==> src/design/pdf_pkg.sv <==
package pdf_pkg;

   localparam int VALUE_W    = 32;
   localparam int CHAR_W     = 8;
   localparam int FW_W       = 5;
   localparam int SM_W       = 2;
   localparam int DIGITS     = 10;
   localparam int DIGIT_W    = 4;
   localparam int DIGIT_IX_W = 4;
   localparam int BIT_CNT_W  = $clog2(VALUE_W);
   localparam int CSR_IDX_W  = 2;
   localparam int CSR_DATA_W = 5;

   localparam logic [CHAR_W-1:0] CHAR_ZERO  = 8'd48;
   localparam logic [CHAR_W-1:0] CHAR_SPACE = 8'd32;
   localparam logic [CHAR_W-1:0] CHAR_MINUS = 8'd45;

   localparam logic [CSR_IDX_W-1:0] CSR_FIELD_WIDTH = 2'd0;
   localparam logic [CSR_IDX_W-1:0] CSR_SIGN_MODE   = 2'd1;
   localparam logic [CSR_IDX_W-1:0] CSR_PAD_ZEROS   = 2'd2;

   localparam logic [FW_W-1:0] FIELD_WIDTH_RST = 5'd5;
   localparam logic [SM_W-1:0] SIGN_MODE_RST   = 2'd0;
   localparam logic            PAD_ZEROS_RST   = 1'b1;

   typedef logic [VALUE_W-1:0]              value_type;
   typedef logic [CHAR_W-1:0]               char_type;
   typedef logic [DIGITS-1:0][DIGIT_W-1:0]  bcd_type;

   typedef enum logic [2:0] {
      ST_IDLE,
      ST_CONV,
      ST_SIZE,
      ST_PLAN,
      ST_SIGN,
      ST_PAD,
      ST_DIGIT
   } pdf_state_type;

   // One double-dabble step: correct every BCD digit that would overflow on
   // doubling, then shift the whole register left by one with a new low bit.
   function automatic bcd_type dabble_step(input bcd_type bcd, input logic new_bit);
      bcd_type adj;
      for (int i = 0; i < DIGITS; i++) begin
         adj[i] = (bcd[i] >= 4'd5) ? bcd[i] + 4'd3 : bcd[i];
      end
      return bcd_type'({adj, new_bit});
   endfunction

endpackage

==> src/design/pdf_ifs.sv <==
interface pdf_req_if;
   import pdf_pkg::*;
   logic      valid;
   logic      ready;
   value_type value;
   modport source (output valid, output value, input ready);
   modport sink   (input valid, input value, output ready);
endinterface

interface pdf_rsp_if;
   import pdf_pkg::*;
   logic     valid;
   logic     ready;
   char_type text_char;
   logic     is_last;
   modport source (output valid, output text_char, output is_last, input ready);
   modport sink   (input valid, input text_char, input is_last, output ready);
endinterface

interface pdf_csr_if;
   import pdf_pkg::*;
   logic                  valid;
   logic                  ready;
   logic [CSR_IDX_W-1:0]  index;
   logic [CSR_DATA_W-1:0] data;
   modport source (output valid, output index, output data, input ready);
   modport sink   (input valid, input index, input data, output ready);
endinterface

==> src/design/padded_signed_decimal_formatter.sv <==
// Channel   Dir   Handshake          Beat payload
// req_bus   in    valid / ready      value (signed 32 bits)
// rsp_bus   out   valid / ready      text_char (8 bits), is_last
// csr_bus   in    valid / ready      index (2 bits), data (5 bits); always ready
//
// A number is accepted, then converted one magnitude bit per cycle into the BCD
// register; then its digits are sized, the padding is planned and the sign slot is
// passed. The padding characters follow, then the digits.
// Reset is synchronous and active high; it restores the register defaults.
// A stalled rsp beat holds in the output register while the sequencer waits; a new
// number is taken once the last beat is registered.

module padded_signed_decimal_formatter #(
   parameter int MAX_FIELD_WIDTH = 16
) (
   input  logic      clock,
   input  logic      reset,
   pdf_req_if.sink   req_bus,
   pdf_rsp_if.source rsp_bus,
   pdf_csr_if.sink   csr_bus
);
   import pdf_pkg::*;

   // Width of the padding arithmetic: wide enough for both the configured
   // width register and the saturation limit.
   localparam int LIM_W = $clog2(MAX_FIELD_WIDTH + 1);
   localparam int WW    = (LIM_W > FW_W) ? LIM_W : FW_W;

   // Configuration registers.
   logic [FW_W-1:0] field_width_ff, field_width_in;
   logic [SM_W-1:0] sign_mode_ff, sign_mode_in;
   logic            pad_zeros_ff, pad_zeros_in;

   // Sequencer and datapath.
   pdf_state_type         state_ff, state_in;
   logic                  neg_ff, neg_in;
   value_type             mag_ff, mag_in;
   bcd_type               bcd_ff, bcd_in;
   logic [BIT_CNT_W-1:0]  cnt_ff, cnt_in;
   logic [DIGIT_IX_W-1:0] ndig_ff, ndig_in;
   logic [WW-1:0]         pad_ff, pad_in;
   logic [DIGIT_IX_W-1:0] dig_ff, dig_in;

   // Output register that parts the sequencer from the consumer.
   logic     rsp_valid_ff, rsp_valid_in;
   char_type rsp_char_ff, rsp_char_in;
   logic     rsp_last_ff, rsp_last_in;

   logic     out_free;
   logic     need_sign;
   logic     conv_done;
   logic     emit;
   char_type emit_char;
   logic     emit_last;
   logic     accept;
   logic [WW-1:0] eff_width;
   logic [WW-1:0] ndig_ext;

   assign out_free  = !rsp_valid_ff || rsp_bus.ready;
   assign need_sign = sign_mode_ff[1] ? neg_ff : sign_mode_ff[0];
   assign conv_done = (cnt_ff == BIT_CNT_W'(VALUE_W - 1));
   assign accept    = req_bus.valid && req_bus.ready;

   assign req_bus.ready     = (state_ff == ST_IDLE);
   assign csr_bus.ready     = 1'b1;
   assign rsp_bus.valid     = rsp_valid_ff;
   assign rsp_bus.text_char = rsp_char_ff;
   assign rsp_bus.is_last   = rsp_last_ff;

   // Register writes; indexes beyond the list are ignored.
   always_comb begin
      field_width_in = field_width_ff;
      sign_mode_in   = sign_mode_ff;
      pad_zeros_in   = pad_zeros_ff;
      if (csr_bus.valid) begin
         unique case (csr_bus.index)
            CSR_FIELD_WIDTH: field_width_in = csr_bus.data[FW_W-1:0];
            CSR_SIGN_MODE:   sign_mode_in   = csr_bus.data[SM_W-1:0];
            CSR_PAD_ZEROS:   pad_zeros_in   = csr_bus.data[0];
            default: ;
         endcase
      end
   end

   // Next state.
   always_comb begin
      state_in = state_ff;
      unique case (state_ff)
         ST_IDLE:  if (req_bus.valid) state_in = ST_CONV;
         ST_CONV:  if (conv_done) state_in = ST_SIZE;
         ST_SIZE:  state_in = ST_PLAN;
         ST_PLAN:  state_in = ST_SIGN;
         ST_SIGN:  if (!need_sign || out_free) state_in = ST_PAD;
         ST_PAD:   if (pad_ff == '0) state_in = ST_DIGIT;
         ST_DIGIT: if (out_free && dig_ff == '0) state_in = ST_IDLE;
         default:  state_in = ST_IDLE;
      endcase
   end

   // Character emission for the current state.
   always_comb begin
      emit      = 1'b0;
      emit_char = CHAR_SPACE;
      emit_last = 1'b0;
      unique case (state_ff)
         ST_SIGN: begin
            emit      = need_sign && out_free;
            emit_char = neg_ff ? CHAR_MINUS : CHAR_SPACE;
         end
         ST_PAD: begin
            emit      = (pad_ff != '0) && out_free;
            emit_char = pad_zeros_ff ? CHAR_ZERO : CHAR_SPACE;
         end
         ST_DIGIT: begin
            emit      = out_free;
            emit_char = CHAR_ZERO + char_type'(bcd_ff[dig_ff]);
            emit_last = (dig_ff == '0);
         end
         default: ;
      endcase
   end

   // Saturated field width and digit count on a common width.
   always_comb begin
      eff_width = (WW'(field_width_ff) > WW'(MAX_FIELD_WIDTH)) ?
                  WW'(MAX_FIELD_WIDTH) : WW'(field_width_ff);
      ndig_ext  = WW'(ndig_ff);
   end

   // Datapath.
   always_comb begin
      neg_in  = neg_ff;
      mag_in  = mag_ff;
      bcd_in  = bcd_ff;
      cnt_in  = cnt_ff;
      ndig_in = ndig_ff;
      pad_in  = pad_ff;
      dig_in  = dig_ff;
      unique case (state_ff)
         ST_IDLE: begin
            // The negation of the most negative value wraps to 2^31, which
            // is exactly its magnitude when read as unsigned.
            neg_in = req_bus.value[VALUE_W-1];
            mag_in = req_bus.value[VALUE_W-1] ? value_type'(-req_bus.value)
                                              : req_bus.value;
            bcd_in = '0;
            cnt_in = '0;
         end
         ST_CONV: begin
            bcd_in = dabble_step(bcd_ff, mag_ff[VALUE_W-1]);
            mag_in = {mag_ff[VALUE_W-2:0], 1'b0};
            cnt_in = cnt_ff + 1'b1;
         end
         ST_SIZE: begin
            // Position of the highest nonzero digit; zero still prints one.
            ndig_in = DIGIT_IX_W'(1);
            for (int i = 1; i < DIGITS; i++) begin
               if (bcd_ff[i] != '0) ndig_in = DIGIT_IX_W'(i + 1);
            end
         end
         ST_PLAN: begin
            pad_in = (eff_width > ndig_ext) ? eff_width - ndig_ext : '0;
            dig_in = ndig_ff - 1'b1;
         end
         ST_PAD: if (emit) pad_in = pad_ff - 1'b1;
         ST_DIGIT: if (emit && dig_ff != '0) dig_in = dig_ff - 1'b1;
         default: ;
      endcase
   end

   always_comb begin
      rsp_valid_in = emit || (rsp_valid_ff && !rsp_bus.ready);
      rsp_char_in  = emit ? emit_char : rsp_char_ff;
      rsp_last_in  = emit ? emit_last : rsp_last_ff;
   end

   always_ff @(posedge clock) begin
      if (reset) begin
         state_ff       <= ST_IDLE;
         rsp_valid_ff   <= 1'b0;
         field_width_ff <= FIELD_WIDTH_RST;
         sign_mode_ff   <= SIGN_MODE_RST;
         pad_zeros_ff   <= PAD_ZEROS_RST;
      end else begin
         state_ff       <= accept ? ST_CONV : state_in;
         rsp_valid_ff   <= rsp_valid_in;
         field_width_ff <= field_width_in;
         sign_mode_ff   <= sign_mode_in;
         pad_zeros_ff   <= pad_zeros_in;
      end
   end

   always_ff @(posedge clock) begin
      neg_ff      <= neg_in;
      mag_ff      <= mag_in;
      bcd_ff      <= bcd_in;
      cnt_ff      <= cnt_in;
      ndig_ff     <= ndig_in;
      pad_ff      <= pad_in;
      dig_ff      <= dig_in;
      rsp_char_ff <= rsp_char_in;
      rsp_last_ff <= rsp_last_in;
   end

endmodule

==> src/flat_wrapper.sv <==
// flat-port wrapper written by rule: the top's interface ports become plain ports
module padded_signed_decimal_formatter_flat import pdf_pkg::*;
#(
   parameter int MAX_FIELD_WIDTH = 16
)
  (clock, reset, req_bus_valid, req_bus_value, req_bus_ready, rsp_bus_valid, rsp_bus_text_char, rsp_bus_is_last, rsp_bus_ready, csr_bus_valid, csr_bus_index, csr_bus_data, csr_bus_ready);
  pdf_req_if req_bus_i ();
  pdf_rsp_if rsp_bus_i ();
  pdf_csr_if csr_bus_i ();
  input  logic clock;
  input  logic reset;
  input wire logic [$bits(req_bus_i.valid)-1:0] req_bus_valid;
  input wire logic [$bits(req_bus_i.value)-1:0] req_bus_value;
  output wire logic [$bits(req_bus_i.ready)-1:0] req_bus_ready;
  output wire logic [$bits(rsp_bus_i.valid)-1:0] rsp_bus_valid;
  output wire logic [$bits(rsp_bus_i.text_char)-1:0] rsp_bus_text_char;
  output wire logic [$bits(rsp_bus_i.is_last)-1:0] rsp_bus_is_last;
  input wire logic [$bits(rsp_bus_i.ready)-1:0] rsp_bus_ready;
  input wire logic [$bits(csr_bus_i.valid)-1:0] csr_bus_valid;
  input wire logic [$bits(csr_bus_i.index)-1:0] csr_bus_index;
  input wire logic [$bits(csr_bus_i.data)-1:0] csr_bus_data;
  output wire logic [$bits(csr_bus_i.ready)-1:0] csr_bus_ready;
  assign req_bus_i.valid = req_bus_valid;
  assign req_bus_i.value = req_bus_value;
  assign req_bus_ready = req_bus_i.ready;
  assign rsp_bus_valid = rsp_bus_i.valid;
  assign rsp_bus_text_char = rsp_bus_i.text_char;
  assign rsp_bus_is_last = rsp_bus_i.is_last;
  assign rsp_bus_i.ready = rsp_bus_ready;
  assign csr_bus_i.valid = csr_bus_valid;
  assign csr_bus_i.index = csr_bus_index;
  assign csr_bus_i.data = csr_bus_data;
  assign csr_bus_ready = csr_bus_i.ready;
  padded_signed_decimal_formatter #(.MAX_FIELD_WIDTH(MAX_FIELD_WIDTH)) u_core (.clock(clock), .reset(reset), .req_bus(req_bus_i), .rsp_bus(rsp_bus_i), .csr_bus(csr_bus_i));
endmodule
==> config.mk <==
export PLATFORM = sky130hd
export DESIGN_NAME = padded_signed_decimal_formatter_flat
export DESIGN_NICKNAME = d
export VERILOG_FILES = /design/src/design/pdf_pkg.sv /design/src/design/pdf_ifs.sv /design/src/design/padded_signed_decimal_formatter.sv /design/src/flat_wrapper.sv
export SDC_FILE = /design/constraint.sdc
export NUM_CORES = 1
export LEC_CHECK = 0
export BUFFER_PORTS_ARGS = -buffer_cell sky130_fd_sc_hd__buf_4
export CORE_MARGIN = 3
export CORE_UTILIZATION = 43
export DETAILED_ROUTE_END_ITERATION = 8
export PLACE_DENSITY_LB_ADDON = 0.15
export SLEW_MARGIN = 10
export SYNTH_ARGS = -nofsm -noshare
export SYNTH_HDL_FRONTEND = slang
export SYNTH_SLANG_ARGS = --single-unit
==> constraint.sdc <==
create_clock -name clock -period 4.9 [get_ports clock]
set_input_delay 0.98 -clock clock [delete_from_list [all_inputs] [get_ports clock]]
set_output_delay 0.98 -clock clock [all_outputs]
set_load 0.005 [all_outputs]
==> out/metrics.yaml <==
ys_seq_area_frac: 0.468
setup_violations: 0
wl_um: 13300
yosysTopAreaCell: "edfxtp_1"
drv_cap: 0
drtIter0Drc: 333
timing.hold.ws_ns: 0.494
clockRootBuffer: "clkbuf_16"
dp_cells: 895
ys_ff_latch: 109
finalNonFillerCells: 911
final_area_um2: 7540
n_antenna_cell: 0
clockBufferDepth: 2
fin_skew_ns: 0.00594
place_area_um2: 7260
track_usage: 0.155
slew_violations: 0
core_area_um2: 15300
overflow: 0
ys.flop_type: "edfxtp_1"
finalCriticalPeriod_ns: 2.64
synthToLayoutAreaGrowth_pct: 12.0
tightest_slew_ns: 1.00
syn_area_um2: 6740
dr.pass1.iters: 4
grt_max_degree: 78
antenna_found_initial: 0
post-synth-top-count-cell: "edfxtp_1"
die_x_um: 131
hold_class: "reg -> reg"
die_height_um: 131
dieArea_um2: 17200
yosys.area.top_type_share: 0.432
synth.avg_cell_area_um2: 10.3
hpwlAfterDp_um: 9540
rsz0062_at_grt: "no"
start_util: 0.441
num_rows: 45
fin_crit_sh: 0.540
cts_hold_buf: 0
worstPathRequired_ns: 4.97
synthCells: 656
vdd_drop_max_v: 0.000249
power_density_nw_per_um2: 501
ioPinCount: 56
worstPathArrival_ns: 2.71
cts_tree: "yes"
cts_setup_buffers: 0
wl_per_cell_um: 14.6
vias: 4787
layout.nets: 774
cts_resized: 0
clk_latency_ns: 0.35
synthArstFlopShare: 0
ant_nets: 0
cts_sinks: 109
cts_buffers: 9
htreeDepth: 3
io_buffers: 51
viasPerCell: 5.25
ys_top_cells_by_count: "97 x edfxtp_1, 85 x nor2_1, 56 x nand2_1"
maxSlewHeadroom: 0.332
yosys_warnings: 0
p_leak_uw: 0.00288
setup-tns-final_ns: 0
drc: 0
max_freq_mhz: 378
clk_pin_slew_worst_paths_ns: 0.08
synth.area.top_cells: "edfxtp_1 43%, ha_1 6.3%, xor2_1 5.1%"
status: "complete, no violations"
synth_cell_type_count: 59
grt_pass1_vias: 4698
end_kind: "register"
critPathKind: "in -> reg"
hold_viol_final: 0
path_max_fanout: 4
fillers: 1429
worst_slack_ns: 2.26
grt_first_pass_wirelength_um: 22300
worstSetupStartpointType: "primary input"
place_congestion: 0.802
final_layout_size_suffix_gt1_frac: 0.137
pre_cts_ws_ns: 1.90
synth-edff-count: 97
==> final cells by class <==
class | count | area, um^2 | area share
Clock buffer | 10 | 229 | 0.0304
Clock inverter | 6 | 48.8 | 0.00647
Inverter | 32 | 120 | 0.0159
Multi-Input combinational cell | 489 | 3320 | 0.440
Sequential cell | 109 | 3150 | 0.418
Tap cell | 211 | 264 | 0.0350
Timing Repair Buffer | 54 | 405 | 0.0538
==> worst max-delay path, stage by stage <==
cell and delay (ns):
buf_4 0.12, inv_1 0.09, ha_1 0.19, nor3b_1 0.33, nand4_1 0.28, o41ai_1 0.46, xor2_1 0.18, a21oi_1 0.08
==> worst paths after layout <==
check	startpoint	to	slack (ns)	cells after the start
max	req_bus_value[0]	u_core.mag_ff[22]$_DFFE_PP_	2.26	8
min	u_core.field_width_ff[1]$_SDFFE_PP0P_	u_core.field_width_ff[1]$_SDFFE_PP0P_	0.49	2
max reg2reg	u_core.state_ff[1]$_SDFFE_PP0P_	u_core.bcd_ff[24]$_SDFFCE_PN0P_	2.59	4
min reg2reg	u_core.field_width_ff[1]$_SDFFE_PP0P_	u_core.field_width_ff[1]$_SDFFE_PP0P_	0.49	2
==> layer usage <==
layer	wire, um	track usage
met5	0	0
met4	368	0.0648
met3	334	0.0234
met2	5980	0.242
met1	6570	0.217
==> cell usage in the layout (no fill, tap or decap), types with 12 or more instances in the layout <==
cell	netlist	layout
nor2_1	85	83
nor3_1	14	14
xor2_1	39	39
inv_1	32	32
nand2b_1	21	20
xnor2_1	18	18
nor2b_1	12	12
mux2i_1	17	17
o21ai_0	34	34
buf_4	4	54
a21oi_1	55	55
edfxtp_1	97	97
nand2_1	56	56
dfxtp_1	12	12
ha_1	34	34
==> stage by stage <==
| stage | utilization | total power [uW] |
|---|---|---|
| after global routing | 0.494 | 4080 |
| after detailed placement | 0.476 | 3110 |
| after floorplan | - | 2760 |
| final | 0.494 | 3780 |
| after global placement | 0.476 | 3070 |
| after CTS | 0.494 | 3820 |
==> flip-flops by register name, summed over array words and instances, names as in the netlist <==
signal	cells
u_core.field_width_ff	5
u_core.neg_ff	1
u_core.bcd_ff	40
u_core.rsp_bus.text_char	5
u_core.cnt_ff	5
u_core.sign_mode_ff	2
u_core.pad_zeros_ff	1
u_core.ndig_ff	4
u_core.rsp_bus.is_last	1
u_core.dig_ff	4
u_core.state_ff	3
u_core.pad_ff	5
u_core.mag_ff	32
u_core.rsp_bus.valid	1
==> power by group <==
| part | internal (uW) | total, uW | switching (uW) | leakage, uW |
|---|---|---|---|---|
| Combinational | 539 | 1370 | 832 | 0.00161 |
| Sequential | 1470 | 1710 | 243 | 0.00114 |
| Clock | 349 | 697 | 348 | 0.000125 |
==> cell families after synthesis <==
kind of cell | share of synthesized area
multiplexers | 0.0537
AND/OR/NAND/NOR | 0.176
buffers and inverters | 0.0418
adder cells (fa/ha/maj) | 0.0661
AO/OA/AOI/OAI | 0.119
flip-flops | 0.468
other | 0.00112
XOR/XNOR | 0.0741
(Power assumes the default switching activity.)
